**src/sv/jsu_pkg.sv**
```systemverilog
// Package for the JSON string unescape block: phase codes, character codes,
// result kinds, error codes, the state and result-bundle types and helper functions.
// No dependencies.
package jsu_pkg;

    // Decoder phases
    localparam logic [3:0] PH_IDLE   = 4'd0;
    localparam logic [3:0] PH_BODY   = 4'd1;
    localparam logic [3:0] PH_ESC    = 4'd2;
    localparam logic [3:0] PH_HEX    = 4'd3;
    localparam logic [3:0] PH_HIWAIT = 4'd4;
    localparam logic [3:0] PH_HIESC  = 4'd5;
    localparam logic [3:0] PH_LOWHEX = 4'd6;
    localparam logic [3:0] PH_DONE   = 4'd7;
    localparam logic [3:0] PH_DROP   = 4'd8;

    // Result kinds
    localparam logic [1:0] KIND_DATA  = 2'd0;
    localparam logic [1:0] KIND_CLOSE = 2'd1;
    localparam logic [1:0] KIND_ERROR = 2'd2;

    // Error codes
    localparam logic [2:0] ERR_NONE     = 3'd0;
    localparam logic [2:0] ERR_NO_QUOTE = 3'd1;
    localparam logic [2:0] ERR_ESCAPE   = 3'd2;
    localparam logic [2:0] ERR_HEX      = 3'd3;
    localparam logic [2:0] ERR_UNTERM   = 3'd4;

    // Characters
    localparam logic [7:0] CH_QUOTE = 8'h22;
    localparam logic [7:0] CH_BSL   = 8'h5C;
    localparam logic [7:0] CH_SLASH = 8'h2F;
    localparam logic [7:0] CH_B     = 8'h62;
    localparam logic [7:0] CH_F     = 8'h66;
    localparam logic [7:0] CH_N     = 8'h6E;
    localparam logic [7:0] CH_R     = 8'h72;
    localparam logic [7:0] CH_T     = 8'h74;
    localparam logic [7:0] CH_U     = 8'h75;

    localparam logic [15:0] SURR_HI_MIN = 16'hD800;
    localparam logic [15:0] SURR_HI_MAX = 16'hDBFF;
    localparam logic [31:0] SURR_LO_BASE = 32'h0000DC00;
    localparam logic [31:0] SUPP_BASE   = 32'h00010000;

    typedef struct packed {
        logic [3:0]  phase;
        logic [9:0]  high_half;   // low ten bits of a held high surrogate
        logic [15:0] hex_accum;
        logic [1:0]  digit_count;
    } state_t;

    // All results of one input item: UTF-8 bytes, one single byte, one terminal
    typedef struct packed {
        logic [3:0][7:0] ubytes;
        logic [2:0]      ulen;
        logic            sb_en;
        logic [7:0]      sb;
        logic            term_en;
        logic [1:0]      term_kind;
        logic [2:0]      err;
    } bundle_t;

    // Effect of a body or escape byte
    typedef struct packed {
        logic [3:0] phase;
        logic       sb_en;
        logic [7:0] sb;
        logic       term_en;
        logic [1:0] term_kind;
        logic [2:0] err;
    } act_t;

    // {valid, value}
    function automatic logic [4:0] hex_val(input logic [7:0] b);
        logic [4:0] r;
        begin
            r = 5'd0;
            if (b >= 8'h30 && b <= 8'h39) begin
                r = {1'b1, 4'(b - 8'h30)};
            end else if (b >= 8'h61 && b <= 8'h66) begin
                r = {1'b1, 4'(b - 8'h57)};
            end else if (b >= 8'h41 && b <= 8'h46) begin
                r = {1'b1, 4'(b - 8'h37)};
            end
            return r;
        end
    endfunction

    function automatic act_t body_act(input logic [7:0] b);
        act_t a;
        begin
            a = '0;
            a.phase = PH_BODY;
            if (b == CH_QUOTE) begin
                a.term_en   = 1'b1;
                a.term_kind = KIND_CLOSE;
                a.phase     = PH_DONE;
            end else if (b == CH_BSL) begin
                a.phase = PH_ESC;
            end else begin
                a.sb_en = 1'b1;
                a.sb    = b;
            end
            return a;
        end
    endfunction

    function automatic act_t esc_act(input logic [7:0] b);
        act_t a;
        begin
            a = '0;
            a.phase = PH_BODY;
            a.sb_en = 1'b1;
            unique case (b)
                CH_QUOTE: a.sb = CH_QUOTE;
                CH_BSL:   a.sb = CH_BSL;
                CH_SLASH: a.sb = CH_SLASH;
                CH_B:     a.sb = 8'h08;
                CH_F:     a.sb = 8'h0C;
                CH_N:     a.sb = 8'h0A;
                CH_R:     a.sb = 8'h0D;
                CH_T:     a.sb = 8'h09;
                CH_U: begin
                    a.sb_en = 1'b0;
                    a.phase = PH_HEX;
                end
                default: begin
                    a.sb_en     = 1'b0;
                    a.term_en   = 1'b1;
                    a.term_kind = KIND_ERROR;
                    a.err       = ERR_ESCAPE;
                    a.phase     = PH_DROP;
                end
            endcase
            return a;
        end
    endfunction

    // Surrogate pair join, modulo 2^32; the low half is not checked
    function automatic logic [31:0] joined(input logic [9:0] hh, input logic [15:0] acc);
        begin
            return SUPP_BASE + {12'h000, hh, 10'h000} + ({16'h0000, acc} - SURR_LO_BASE);
        end
    endfunction

endpackage

```
**src/sv/jsu_decode.sv**
```systemverilog
// Next-state and result-bundle logic for one text byte.
// Depends on jsu_pkg.
module jsu_decode import jsu_pkg::*; (
    input  state_t      cur,
    input  logic [7:0]  text_byte,
    input  logic        end_of_text,
    output state_t      nxt,
    output bundle_t     bundle,
    output logic [2:0]  res_count
);

    logic [3:0]  ph;
    logic [9:0]  hh;
    logic [15:0] acc;
    logic [15:0] acc_shift;
    logic [1:0]  dc;
    logic [31:0] cp;
    logic        cp_en;
    logic [4:0]  hx;
    act_t        act;
    logic        sb_en;
    logic [7:0]  sb;
    logic        term_en;
    logic [1:0]  term_kind;
    logic [2:0]  err;

    assign hx        = hex_val(text_byte);
    assign acc_shift = {cur.hex_accum[11:0], hx[3:0]};

    always_comb begin
        ph        = cur.phase;
        hh        = cur.high_half;
        acc       = cur.hex_accum;
        dc        = cur.digit_count;
        cp        = 32'd0;
        cp_en     = 1'b0;
        sb_en     = 1'b0;
        sb        = 8'd0;
        term_en   = 1'b0;
        term_kind = KIND_DATA;
        err       = ERR_NONE;
        act       = '0;

        unique case (cur.phase) inside
            PH_IDLE: begin
                if (text_byte == CH_QUOTE) begin
                    ph = PH_BODY;
                end else begin
                    term_en   = 1'b1;
                    term_kind = KIND_ERROR;
                    err       = ERR_NO_QUOTE;
                    ph        = PH_DROP;
                end
            end
            PH_BODY: begin
                act = body_act(text_byte);
            end
            PH_ESC: begin
                act = esc_act(text_byte);
            end
            PH_HEX, PH_LOWHEX: begin
                if (!hx[4]) begin
                    term_en   = 1'b1;
                    term_kind = KIND_ERROR;
                    err       = ERR_HEX;
                    ph        = PH_DROP;
                end else begin
                    acc = acc_shift;
                    if (cur.digit_count == 2'd3) begin
                        dc = 2'd0;
                        if (cur.phase == PH_LOWHEX) begin
                            cp    = joined(cur.high_half, acc_shift);
                            cp_en = 1'b1;
                            ph    = PH_BODY;
                        end else if (acc_shift >= SURR_HI_MIN && acc_shift <= SURR_HI_MAX) begin
                            hh = acc_shift[9:0];
                            ph = PH_HIWAIT;
                        end else begin
                            cp    = {16'h0000, acc_shift};
                            cp_en = 1'b1;
                            ph    = PH_BODY;
                        end
                    end else begin
                        dc = cur.digit_count + 2'd1;
                    end
                end
            end
            PH_HIWAIT: begin
                if (text_byte == CH_BSL) begin
                    ph = PH_HIESC;
                end else begin
                    cp    = {16'h0000, 6'b110110, cur.high_half};
                    cp_en = 1'b1;
                    act   = body_act(text_byte);
                end
            end
            PH_HIESC: begin
                if (text_byte == CH_U) begin
                    ph  = PH_LOWHEX;
                    acc = 16'd0;
                    dc  = 2'd0;
                end else begin
                    cp    = {16'h0000, 6'b110110, cur.high_half};
                    cp_en = 1'b1;
                    act   = esc_act(text_byte);
                end
            end
            default: begin
            end
        endcase

        // Apply a body or escape action where one was taken
        if (cur.phase == PH_BODY || cur.phase == PH_ESC ||
            (cur.phase == PH_HIWAIT && text_byte != CH_BSL) ||
            (cur.phase == PH_HIESC && text_byte != CH_U)) begin
            ph        = act.phase;
            sb_en     = act.sb_en;
            sb        = act.sb;
            term_en   = act.term_en;
            term_kind = act.term_kind;
            err       = act.err;
            if (act.phase == PH_HEX) begin
                acc = 16'd0;
                dc  = 2'd0;
            end
        end

        // End of text: flush pending work, flag an open string, return to idle
        if (end_of_text) begin
            unique case (ph) inside
                PH_HEX: begin
                    cp    = {16'h0000, acc};
                    cp_en = 1'b1;
                end
                PH_LOWHEX: begin
                    cp    = joined(hh, acc);
                    cp_en = 1'b1;
                end
                PH_HIWAIT, PH_HIESC: begin
                    cp    = {16'h0000, 6'b110110, hh};
                    cp_en = 1'b1;
                end
                default: begin
                end
            endcase
            if (ph == PH_HEX || ph == PH_LOWHEX || ph == PH_HIWAIT ||
                ph == PH_HIESC || ph == PH_BODY || ph == PH_ESC) begin
                term_en   = 1'b1;
                term_kind = KIND_ERROR;
                err       = ERR_UNTERM;
            end
            ph  = PH_IDLE;
            hh  = 10'd0;
            acc = 16'd0;
            dc  = 2'd0;
        end
    end

    // UTF-8 encoding by code point size; leading bytes cut to 8 bits
    always_comb begin
        bundle.ubytes    = '0;
        bundle.ulen      = 3'd0;
        bundle.sb_en     = sb_en;
        bundle.sb        = sb;
        bundle.term_en   = term_en;
        bundle.term_kind = term_kind;
        bundle.err       = err;
        if (cp_en) begin
            if (cp[31:7] == 25'd0) begin
                bundle.ubytes[0] = cp[7:0];
                bundle.ulen      = 3'd1;
            end else if (cp[31:11] == 21'd0) begin
                bundle.ubytes[0] = 8'hC0 | cp[13:6];
                bundle.ubytes[1] = {2'b10, cp[5:0]};
                bundle.ulen      = 3'd2;
            end else if (cp[31:16] == 16'd0) begin
                bundle.ubytes[0] = 8'hE0 | cp[19:12];
                bundle.ubytes[1] = {2'b10, cp[11:6]};
                bundle.ubytes[2] = {2'b10, cp[5:0]};
                bundle.ulen      = 3'd3;
            end else begin
                bundle.ubytes[0] = 8'hF0 | cp[25:18];
                bundle.ubytes[1] = {2'b10, cp[17:12]};
                bundle.ubytes[2] = {2'b10, cp[11:6]};
                bundle.ubytes[3] = {2'b10, cp[5:0]};
                bundle.ulen      = 3'd4;
            end
        end
    end

    assign res_count = bundle.ulen + {2'b00, sb_en} + {2'b00, term_en};

    assign nxt.phase       = ph;
    assign nxt.high_half   = hh;
    assign nxt.hex_accum   = acc;
    assign nxt.digit_count = dc;

endmodule

```
**src/sv/jsu_outq.sv**
```systemverilog
// Two-slot result-bundle queue that drains one result per transfer.
// Depends on jsu_pkg.
module jsu_outq import jsu_pkg::*; (
    input  logic        aclk,
    input  logic        aresetn,
    input  logic        push,
    input  bundle_t     push_bundle,
    input  logic [2:0]  push_count,
    output logic        has_room,
    output logic        m_tvalid,
    input  logic        m_tready,
    output logic [15:0] m_tdata,
    output logic [1:0]  m_tuser,
    output logic        m_tlast
);

    bundle_t    slot_reg [2];
    logic [2:0] total_reg [2];
    logic       wr_ptr_reg;
    logic       rd_ptr_reg;
    logic [1:0] count_reg;
    logic [1:0] count_next;
    logic [2:0] idx_reg;
    logic [2:0] idx_next;
    bundle_t    head;
    logic [2:0] head_total;
    logic       pop;
    logic       take;

    assign head       = slot_reg[rd_ptr_reg];
    assign head_total = total_reg[rd_ptr_reg];
    assign has_room   = (count_reg != 2'd2);
    assign m_tvalid   = (count_reg != 2'd0);
    assign take       = m_tvalid && m_tready;
    assign m_tlast    = (idx_reg == head_total - 3'd1);
    assign pop        = take && m_tlast;

    always_comb begin
        m_tdata = 16'd0;
        m_tuser = KIND_DATA;
        if (idx_reg < head.ulen) begin
            m_tdata[7:0] = head.ubytes[idx_reg[1:0]];
        end else if (idx_reg == head.ulen && head.sb_en) begin
            m_tdata[7:0] = head.sb;
        end else begin
            m_tuser = head.term_kind;
            if (head.term_kind == KIND_ERROR) begin
                m_tdata[10:8] = head.err;
            end
        end
    end

    always_comb begin
        count_next = count_reg + {1'b0, push} - {1'b0, pop};
        idx_next   = idx_reg;
        if (pop) begin
            idx_next = 3'd0;
        end else if (take) begin
            idx_next = idx_reg + 3'd1;
        end
    end

    always_ff @(posedge aclk) begin
        if (!aresetn) begin
            wr_ptr_reg <= 1'b0;
            rd_ptr_reg <= 1'b0;
            count_reg  <= 2'd0;
            idx_reg    <= 3'd0;
        end else begin
            count_reg <= count_next;
            idx_reg   <= idx_next;
            if (push) begin
                wr_ptr_reg <= ~wr_ptr_reg;
            end
            if (pop) begin
                rd_ptr_reg <= ~rd_ptr_reg;
            end
        end
    end

    always_ff @(posedge aclk) begin
        if (push) begin
            slot_reg[wr_ptr_reg]  <= push_bundle;
            total_reg[wr_ptr_reg] <= push_count;
        end
    end

endmodule

```
**src/sv/json_string_unescape_utf8.sv**
```systemverilog
// Top level of the JSON string unescape block: decoder state registers,
// byte decoder and result queue. Depends on jsu_pkg, jsu_decode and jsu_outq.
//
// Decodes the body of one JSON string per text and writes raw bytes. Each text
// must start with a double quote; plain bytes pass through, simple escapes become
// their characters and \uXXXX becomes UTF-8 of one to four bytes (a high surrogate
// followed by \u joins the next four digits unchecked; a lone surrogate gives three
// bytes). The closing quote gives a close marker; the first error gives an error
// marker and drops input until the byte flagged by s_tlast, which always returns
// the block to waiting for a quote. One input transfer is taken per cycle while
// the two-slot result queue has a free slot; each byte is decoded in the cycle it
// is taken and gives zero to five results, which leave one per cycle on the m_
// side while m_tready is high, so the sustained rate is one byte per cycle
// whenever bytes give at most one result each, and otherwise is bounded by the
// number of results per byte. There is no memory and no clearing pass after reset.
module json_string_unescape_utf8 import jsu_pkg::*; (
    input  logic        aclk,
    input  logic        aresetn,
    input  logic        s_tvalid,
    output logic        s_tready,
    input  logic [7:0]  s_tdata,   // [7:0] text_byte
    input  logic        s_tlast,   // end_of_text
    output logic        m_tvalid,
    input  logic        m_tready,
    output logic [15:0] m_tdata,   // [7:0] out_byte, [10:8] error_code, rest zero
    output logic [1:0]  m_tuser,   // [1:0] kind
    output logic        m_tlast    // last_of_run
);

    state_t     state_reg;
    state_t     state_next;
    bundle_t    bundle;
    logic [2:0] res_count;
    logic       has_room;
    logic       accept;

    assign s_tready = has_room;
    assign accept   = s_tvalid && s_tready;

    jsu_decode u_decode (
        .cur         (state_reg),
        .text_byte   (s_tdata),
        .end_of_text (s_tlast),
        .nxt         (state_next),
        .bundle      (bundle),
        .res_count   (res_count)
    );

    // Advance decoder state on every accepted transfer
    always_ff @(posedge aclk) begin
        if (!aresetn) begin
            state_reg <= '0;
        end else if (accept) begin
            state_reg <= state_next;
        end
    end

    // Queue only items that produce results; the rest just move the state
    jsu_outq u_outq (
        .aclk        (aclk),
        .aresetn     (aresetn),
        .push        (accept && (res_count != 3'd0)),
        .push_bundle (bundle),
        .push_count  (res_count),
        .has_room    (has_room),
        .m_tvalid    (m_tvalid),
        .m_tready    (m_tready),
        .m_tdata     (m_tdata),
        .m_tuser     (m_tuser),
        .m_tlast     (m_tlast)
    );

endmodule

```
**config.mk**
```make
export PLATFORM = sky130hd
export DESIGN_NAME = json_string_unescape_utf8
export DESIGN_NICKNAME = d
export VERILOG_FILES = /design/src/sv/jsu_pkg.sv /design/src/sv/jsu_decode.sv /design/src/sv/jsu_outq.sv /design/src/sv/json_string_unescape_utf8.sv
export SDC_FILE = /design/constraint.sdc
export NUM_CORES = 1
export LEC_CHECK = 0
export BUFFER_PORTS_ARGS = -buffer_cell sky130_fd_sc_hd__buf_2
export CORE_ASPECT_RATIO = 0.8
export CORE_UTILIZATION = 64
export DETAILED_ROUTE_END_ITERATION = 10
export MAX_ROUTING_LAYER = met4
export PLACE_DENSITY = 0.82
export SLEW_MARGIN = 40
export SYNTH_ARGS = -nofsm -noshare
export SYNTH_HDL_FRONTEND = slang
export SYNTH_HIERARCHICAL = 1
export SYNTH_SLANG_ARGS = --single-unit
```
**constraint.sdc**
```tcl
create_clock -name aclk -period 16 [get_ports aclk]
set_input_delay 2.4 -clock aclk [delete_from_list [all_inputs] [get_ports aclk]]
set_output_delay 2.4 -clock aclk [all_outputs]
set_load 0.005 [all_outputs]
```
# Word-level counts from Yosys, hierarchy flattened
# Memories as Yosys holds them, arrays and structs flattened. A register that Yosys moved wholly into a read port is not among the register bits.
# Cells that the tools add are included.
[word_totals]
mem_count = 2
mem_bits_rw = 106
ff_bits = 39
wordCells = 206
[classes]
addsub = 16
n_mux = 107
n_bitwise = 3
n_eq_ne = 29
order_cmp = 10
reduce_logical = 31
[mem_list]
columns = ["name", "depth", "width", "rd", "rd_ports_with_merged_regs", "wr", "line_no", "rtl"]
rows = [
  ["u_outq.slot_reg", 2, 50, 1, 1, 1, "jsu_outq.sv:17", "bundle_t slot_reg [2];"],
  ["u_outq.total_reg", 2, 3, 1, 1, 1, "jsu_outq.sv:18", "logic [2:0] total_reg [2];"],
]
[ops]
columns = ["op", "n"]
rows = [
  ["$pmux 32 s3", 2],
  ["$mux 16", 9],
  ["$mux 32", 4],
  ["$pmux 19 s4", 1],
  ["$add 32x32->32", 2],
  ["$mux 10", 6],
  ["$mux 19", 3],
  ["$eq 8x7->1 const B", 7],
  ["$pmux 7 s8", 1],
  ["$add 17x20->21 const A", 2],
  ["$mux 8", 5],
  ["$mux 4", 9],
  ["$mux 35", 1],
  ["$sub 16x16->17 const B", 2],
  ["$pmux 16 s2", 1],
  ["$mux 2", 15],
  ["$mux 3", 9],
  ["$mux 9", 3],
  ["$logic_not 25->1", 1],
  ["$mux 25", 1],
  ["$eq 4x3->1 const B", 6],
  ["$mux 24", 1],
  ["$logic_not 21->1", 1],
  ["$mux 1", 21],
  ["43 further kinds", 83],
]

# Logic depth before layout (Yosys ltp)
# Gate-level depths: netlist (run 1).
[logic_depth]
depth_word = 28
mapped_depth = 36
depth_no_buf = 33

# By module
# The synthesis (run 1) kept the hierarchy.
[by_module_without_submodules]
columns = ["module", "cells_per_inst", "n_inst", "seq_area_each_um2", "area_per_inst_um2"]
rows = [
  ["jsu_decode", 700, 1, 0.0, 4565.6],
  ["jsu_outq", 246, 1, 3283.1, 4544.4],
  ["json_string_unescape_utf8", 148, 1, 640.6, 1365.1],
]

# Least setup slack after synthesis (run 1)
# Ideal clock, no wire load.
[synth_timing]
kind = "input to register"
start = "input port s_tdata[0]"
end = "memory u_outq/slot_reg[0][0] (netlist bit), enable pin"
path_buffers = 4
path_stages = 31
required_time_ns = 15.531
path_slack_ns = 3.973
setup_time_ns = 0.469
t_arrival_ns = 11.558
cell_sequence = "clkbuf_1 -> inv_1 -> ha_1 -> or3b_1 -> and3_1 -> a2111oi_0 -> a31oi_1 -> nor3_1 -> clkbuf_1 -> mux2i_1 -> inv_1 -> ha_1 -> inv_1 -> fa_1 -> nor2b_1 -> o21ai_0 -> nand2b_1 -> a311oi_1 -> mux2_2 -> or4_1 -> a22oi_1 -> and4_1 -> clkbuf_1 -> clkbuf_1 -> o311ai_0 -> fa_1 -> inv_1 -> ha_1 -> xnor2_1 -> o31a_1 -> nor2b_1"
[synth_via]
elab_chain_len = 28
elab_cells_between_ends = 125
[synth_rtl]
columns = ["item", "line_no", "rtl"]
rows = [
  ["start: declaration", "json_string_unescape_utf8.sv:21", "input logic [7:0] s_tdata,"],
  ["branches (longest 23 deep; another with $ge 16x16->1)", "n/a", ""],
  ["$add 3x1->3 (*)", "jsu_decode.sv:191", "assign res_count = bundle.ulen + {2'b00, sb_en} + {2'b00, term_en};"],
  ["via res_count[2]", "json_string_unescape_utf8.sv:33", "logic [2:0] res_count;"],
  ["$reduce_bool 3->1 (*)", "json_string_unescape_utf8.sv:62", ".push (accept && (res_count != 3'd0)),"],
  ["$logic_and 1x1->1 (*)", "json_string_unescape_utf8.sv:62", ""],
  ["$mux 1 (*)", "jsu_outq.sv:82", "if (push) begin"],
  ["$mux 1 (not written as such) (*)", "jsu_outq.sv:83", "slot_reg[wr_ptr_reg] <= push_bundle;"],
  ["end: declaration", "jsu_outq.sv:17", ""],
]
# Mark *: on every way through the listed nets, which the timed path passes.

# Worst setup path after layout (run 1)
[layout_timing]
start = "input port s_tdata[0]"
end = "memory u_outq/slot_reg[0][13] (netlist bit), enable pin"
# Same word-level chain as after synthesis.

==> metrics.txt, run 1 <==
status complete, no violations; grt ovf 0; CP dominant cell by count inv_1; Post-CTS Resized 0; max reg flops 98; Site Rows approximately 40; die width 145 microns; most frequent cells in the layout edfxtp_1 (104), nand2_1 (89), nor2_1 (81), a21oi_1 (48), o21ai_0 (45); vias per cell 6.85; Placer Congestion between 0.9 and 1; Hold Violations, Final 0; antenna diode count 0; Filler Cell Count roughly 1200; syn_area_per_cell approximately 9.6 sq um; Worst Path Arrival about 10 ns; routed wire length 28600 microns; Crit path required time about 16 ns; Placed Cells approximately 1300; WL/cell between 20 and 25 microns; synthesis-to-finish area growth 6.94%; synthesized area 0.0105 sq mm; First-pass DRT Iterations 8; Buffers on Ports 28; DP Area 0.0106 sq mm; nature of the critical path startpoint primary input; Ports 34; layout cell share with drive strength beyond 1 between 10% and 20%; CTS tree done; Die Footprint ~0.017 sq mm; clk slew on worst S/H paths roughly 0.070 ns; pwr/cell area between 100 and 150 mW/mm^2; fin worst setup slack approximately 5.7 ns; CP max-delay cell buf_4; final hold slack 0.459 ns; setup bufs post-CTS 0; Inserted Clock Buffers 17; CTS max path bufs 2; final setup fails 0; Final HPWL DP just over 20000 microns; core area around 0.016 sq mm; Synth Warn # 6; leakage just over 4 nW; CTS Hold Buffers Added 0; H-Tree Depth 4; initial antenna violation count 0; Final #Nets roughly 1100; maximum fanout along the worst path 39; GR Util All Layers between 30% and 40%; total of max-cap violations 0; drt drc 0; largest net degree at the start of global routing 73; most common cell after layout, fill and taps aside edfxtp_1; delay of the slowest critical-path stage roughly 0.53 ns; WS Path Type primary input to register; vias in the first global route slightly above 8000; crit path capture type register; routed via count 8955; slew margin rel. between 40 and 50%; first-pass GRT wire length approximately 45000 microns; Die Height ~120 microns; RSZ-0062 raised after global routing no; design area ~0.011 sq mm; final worst path period share between 60 and 70%; Slew Limit Fails 0; pre-CTS WS 5.54 ns; Clk Latency, worst-skew pair approximately 0.43 ns; peak supply drop roughly 0.086 mV; clock tree root buffer cell clkbuf_16; worst hold path class register to register; non-filler cells in the finished layout about 1300; DRT iter0 DRCs 1221; Clock Sinks between 100 and 150; skew final 0.00910 ns; ANT nets after route 0; starting density of the core about two thirds; Least-Margin Pin Slew 0.833 ns; Tmin final 10.27 ns; FMAX between 0.09 and 0.1 GHz; Cells after Synth between 1000 and 1500; setup tns final 0 ns
## area by class of cell
type / instances / area, sq um / share of cell area [%]
clock buffers: 17 / 425 / 3.80
clock inverters: 15 / 174 / 1.55
inverters: 42 / 158 / 1.41
multi-input cells: 835 / 6020 / 53.8
flip-flops and latches: 144 / 3930 / 35.1
well taps: 215 / 269 / 2.40
repair buffers: 39 / 223 / 1.99
## path summary, 6_finish.rpt
check / slack, ns / endpoint / startpoint / depth (start not counted)
worst max register to register: 7.61 / u_outq/slot_reg[0][13] / state_reg[12] / 28
worst min-delay path: 0.46 / state_reg[15] / state_reg[15] / 2
worst max-delay path: 5.73 / u_outq/slot_reg[0][13] / s_tdata[0] / 31
worst min register to register: 0.46 / state_reg[15] / state_reg[15] / 2
## critical path: cells and delay by family
family | cells | cell delay, ns
compound gates | 7 | 2.01
xor+xnor | 1 | 0.15
fa+ha+maj | 5 | 1.28
buf+inv | 8 | 1.60
mux | 2 | 0.71
simple gates | 8 | 2.13
## stage by stage
step | total power (W) | utilization, %
after floorplan | 0.000794 | -
after global placement | 0.000881 | 66.7
after detailed placement | 0.000892 | 66.8
after CTS | 0.00129 | 70.5
after global routing | 0.00135 | 70.6
final | 0.00129 | 70.6
## per-layer routing
metal / up-vias / GRT usage [%] / wire, microns
li1: 4101 / - / -
met2: 531 / 54.4 / 12600
met5: - / - / 0
met3: 93 / 6.29 / 2760
met4: 0 / 13.2 / 945
met1: 4230 / 48.7 / 12400
## report_power, final
part | switching [W] | internal (W)
Sequential | 0.0000334 | 0.000493
Clock | 0.000186 | 0.000209
Combinational | 0.000229 | 0.000142
No activity file was read; power rests on OpenSTA's default activity.
==> inputs of run 2 (changes only) <==
- clock period: 16 -> 10.44 ns (I/O delays scaled with it)
==> run 2 against run 1 <==
Core utilization grew 0.35 points. Die area unchanged. Register-to-register slack got worse by 5.0 ns. Hold slack got worse by 0.0039 ns. Flip-flop and latch count unchanged. Non-clock buffer count rose by 5. Critical path type unchanged.
==> metrics.txt, run 2 (synthesized netlist as in run 1, its figures left out) <==
status complete, no violations; Die Footprint roughly 0.017 sq mm; Final HPWL DP between 20000 and 25000 microns; Placer Congestion about 0.99; ANT nets after route 0; leakage approximately 4.1 nW; vias per cell 6.88; GR Util All Layers 36.7%; core area around 0.016 sq mm; WS Path Type primary input to register; first-pass GRT wire length ~46000 microns; Crit path required time about 11 ns; FMAX around 0.11 GHz; CTS max path bufs 2; Ports 34; layout cell share with drive strength beyond 1 roughly 16%; largest net degree at the start of global routing 73; fin worst setup slack ~1.5 ns; pwr/cell area 178 mW/mm^2; CP top delay family simple AND/OR/NAND/NOR gates; starting density of the core between 60% and 70%; Buffers on Ports 28; most common cell after layout, fill and taps aside edfxtp_1; Inserted Clock Buffers 17; synthesis-to-finish area growth 7.46%; DRT iter0 DRCs around 1200; H-Tree Depth 4; skew final about 0.013 ns; Hold Path End state_reg[17]; initial antenna violation count 0; crit path capture type register; design area around 0.011 sq mm; final setup fails 0; RR Startpoint state_reg[9]; CP max-delay cell or4_1; clk slew on worst S/H paths roughly 0.070 ns; Clk Latency, worst-skew pair approximately 0.43 ns; slew margin rel. about 45%; routed wire length 29400 microns; reg2reg setup slack about 2.6 ns; Final #Nets roughly 1100; Worst Path Buf+Inv 6; Slew Limit Fails 0; Reg2Reg Capture Point u_outq/slot_reg[0][8]; routed via count ~9000; CP dominant cell by count ha_1; clock tree root buffer cell clkbuf_16; Clock Sinks around 140; final worst path period share approximately 85%; Die Height approximately 120 microns; Least-Margin Pin Slew just over 0.8 ns; nature of the critical path startpoint primary input; Site Rows approximately 40; delay of the slowest critical-path stage between 0.5 and 0.6 ns; drt drc 0; grt ovf 0; CTS Hold Buffers Added 0; Hold Path Depth 2; antenna diode count 0; maximum fanout along the worst path 37; Tmin final ~9 ns; RSZ-0062 raised after global routing no; Hold Violations, Final 0; peak supply drop between 0.1 and 0.15 mV; Worst Path Arrival between 9 and 10 ns; worst hold path class register to register; worst hold start state_reg[17]; total of max-cap violations 0; WL/cell around 22 microns; vias in the first global route 8167; CTS tree done; First-pass DRT Iterations 6; setup tns final 0 ns; setup bufs post-CTS 0; die width between 100 and 150 microns; Post-CTS Resized 0; pre-CTS WS 1.24 ns; most frequent cells in the layout edfxtp_1 (104), nand2_1 (89), nor2_1 (81), a21oi_1 (48), o21ai_0 (45); max reg flops 98; number of cells on the worst reg-to-reg path 28; fin util a little under three quarters; DP Area about 0.011 sq mm
[run 2: worst max-delay path by stage]
stage,startpoint,end,slack [ns],cells after the start
after floorplan,s_tdata[0],u_outq/slot_reg[0][0],0.25,31
after global placement,s_tdata[0],u_outq/slot_reg[0][11],1.32,32
after detailed placement,s_tdata[0],u_outq/slot_reg[0][13],1.24,32
after CTS,s_tdata[0],u_outq/slot_reg[0][36],1.66,32
after global routing,s_tdata[0],u_outq/slot_reg[0][36],0.85,34
final,s_tdata[0],u_outq/slot_reg[0][8],1.51,32
[run 2: power breakdown]
group / total [W] / internal, W / leakage [nW] / switching [W]
logic: 0.000581 / 0.000225 / 2.52 / 0.000356
registers: 0.000806 / 0.000756 / 1.32 / 0.0000507
clock network: 0.000617 / 0.000326 / 0.298 / 0.000291
[run 2: worst min-delay path, delay by kind of cell (launching register included)]
| kind | cells | cell delay (ns) |
|---|---|---|
| flip-flops | 1 | 0.32 |
| AO/OA/AOI/OAI | 1 | 0.05 |
| AND/OR/NAND/NOR | 1 | 0.05 |
[run 2: through the flow]
stage	cells	hold slack, ns	power (W)
2_1_floorplan	1098	0.424	0.00121
3_3_place_gp	1280	0.438	0.00136
3_5_place_dp	1280	0.446	0.00138
4_1_cts	1312	0.456	0.00200
5_1_grt	1312	0.474	0.00208
6_report	1312	0.455	0.00200
[run 2: final cells by class]
type	count	area [sq um]
Multi-Input combinational cell	835	6010
Fill cell	1205	4610
Sequential cell	144	3930
Clock buffer	17	425
Timing Repair Buffer	44	273
Tap cell	215	269
Clock inverter	15	189
Inverter	42	158
[run 2: per-layer routing]
layer | wire (microns) | global-route usage (%) | vias up
met4 | 839 | 12.8 | 0
li1 | - | - | 4097
met5 | 0 | - | -
met1 | 12500 | 48.8 | 4274
met2 | 13000 | 55.5 | 563
met3 | 3080 | 8.40 | 95
==> inputs of run 3 (changes only) <==
- CORE_UTILIZATION: 64 -> 58
- PLACE_DENSITY: 0.82 -> 0.78
- REMOVE_ABC_BUFFERS: not set -> 1
- clock period: 10.44 -> 7.1 ns (I/O delays scaled with it)
==> run 3 against run 2 <==
The flow now finishes with violations (DRC, setup timing). Register-to-register slack worse by 2.2 ns. Cell count grew 13%. Non-clock buffer count is 165 higher. Flip-flop and latch count unchanged. Critical path depth grew 3. First-iteration DRC count down 5.2%. Clock-buffer cell count unchanged. Combinational power increased by 91%. Clock skew grew 0.0022 ns. Die area grew 10%. Critical path type unchanged. Critical endpoint is now u_outq/slot_reg[0][19].
==> metrics.txt, run 3 (synthesized netlist as in run 1, its figures left out) <==
Die Footprint between 0.015 and 0.02 sq mm; WS Path Type primary input to register; FMAX roughly 0.14 GHz; ANT nets after route 0; vias in the first global route just over 9000; slew margin rel. roughly 44%; synthesis-to-finish area growth 24.4%; Clock Sinks 144; layout cell share with drive strength beyond 1 30.9%; vias per cell 6.64; drt drc 8; initial antenna violation count 1; clk slew on worst S/H paths 0.07 ns; starting density of the core between 50% and 60%; worst hold path class register to register; Multi-input gate area ~0.0063 sq mm; Worst Path Arrival roughly 7.3 ns; Inserted Clock Buffers 17; Filler Cell Count between 1000 and 1500; Buffers on Ports 28; H-Tree Depth 4; final worst path period share 100%; Die Height about 120 microns; failing checks DRC, setup timing; clock tree root buffer cell clkbuf_16; most common cell after layout, fill and taps aside buf_4; final setup fails 33; most frequent cells in the layout buf_4 (163), edfxtp_1 (104), nand2_1 (87), nor2_1 (82), a21oi_1 (43); GR Util All Layers a little over a third; Final #Nets ~1300; routed wire length 33500 microns; First-pass DRT Iterations 9; first-pass GRT wire length between 50000 and 60000 microns; fin util between 70% and 80%; largest net degree at the start of global routing 73; pre-CTS WS -0.760 ns; Total Power approximately 0.0032 W; routed via count just under 10000; CTS Hold Buffers Added 0; WL/cell 22.5 microns; CTS tree done; CP max-delay cell or4_4; Hold Violations, Final 0; delay of the slowest critical-path stage between 0.5 and 0.6 ns; pwr/cell area about 250 mW/mm^2; Slew Limit Fails 0; design area between 0.01 and 0.015 sq mm; Least-Margin Pin Slew ~0.83 ns; grt ovf 0; peak supply drop around 0.16 mV; nature of the critical path startpoint primary input; Crit path required time just over 7 ns; DRT iter0 DRCs roughly 1200; Final HPWL DP 23400 microns; Placer Congestion ~1.1; Clk Latency, worst-skew pair 0.44 ns; core area roughly 0.017 sq mm; register area a little under 0.004 sq mm; die width 152 microns; fin worst setup slack -0.0341 ns; leakage between 5 and 6 nW; maximum fanout along the worst path 28; Tmin final ~7 ns; crit path capture type register; Site Rows 43; DP Area approximately 0.012 sq mm; max reg flops 98; setup tns final -0.481 ns; Ports 34; RSZ-0062 raised after global routing yes; total of max-cap violations 0; skew final ~0.016 ns; CTS max path bufs 2; status finished with violations
## run 3: through the flow
| step | hold WS [ns] | cells |
|---|---|---|
| after floorplan | 0.424 | 1021 |
| after global placement | 0.435 | 1426 |
| after detailed placement | 0.443 | 1426 |
| after CTS | 0.453 | 1468 |
| after global routing | 0.491 | 1488 |
| final | 0.455 | 1488 |
## run 3: worst max-delay path, delay by kind of cell
kind	cells	cell delay [ns]
compound gates	9	1.94
xor+xnor	2	0.39
fa+ha+maj	4	0.69
buf+inv	12	1.52
mux	1	0.26
simple gates	7	1.40
## run 3: routing by layer
metal  GRT usage (%)  routed length [microns]
met5               -                        0
met4            11.7                      800
met3            4.91                     3490
met2            55.1                    14800
met1            51.3                    14400
## run 3: cell type report
| class | count | share of cell area (%) |
|---|---|---|
| antenna | 1 | 0.0192 |
| clock buffer | 17 | 3.27 |
| clock inverter | 15 | 1.41 |
| inverter | 42 | 1.29 |
| multi-input combinational | 835 | 48.6 |
| sequential | 144 | 30.2 |
| tap | 225 | 2.16 |
| timing repair buffer | 209 | 13.1 |
## run 3: what timing repair did
item | 4_1_cts | 5_1_grt
gates cloned | 1 | 5
resized for setup | 25 | 69
endpoints found under the setup margin | 107 | 113
pin swaps | 9 | 32
buffers inserted | 9 | 14
## run 3: final timing paths
kind                  from                endpoint  slack, ns  depth (start not counted)
min reg2reg  state_reg[16]           state_reg[16]       0.45                          2
max reg2reg   state_reg[8]  u_outq/slot_reg[0][19]       0.42                         34
max             s_tdata[1]  u_outq/slot_reg[0][19]      -0.03                         35
min          state_reg[16]           state_reg[16]       0.45                          2
## run 3: where the power goes
group | total [W] | internal (W) | switching (W)
sequential | 0.00119 | 0.00111 | 0.0000839
clock | 0.000925 | 0.000480 | 0.000446
combinational | 0.00111 | 0.000503 | 0.000608
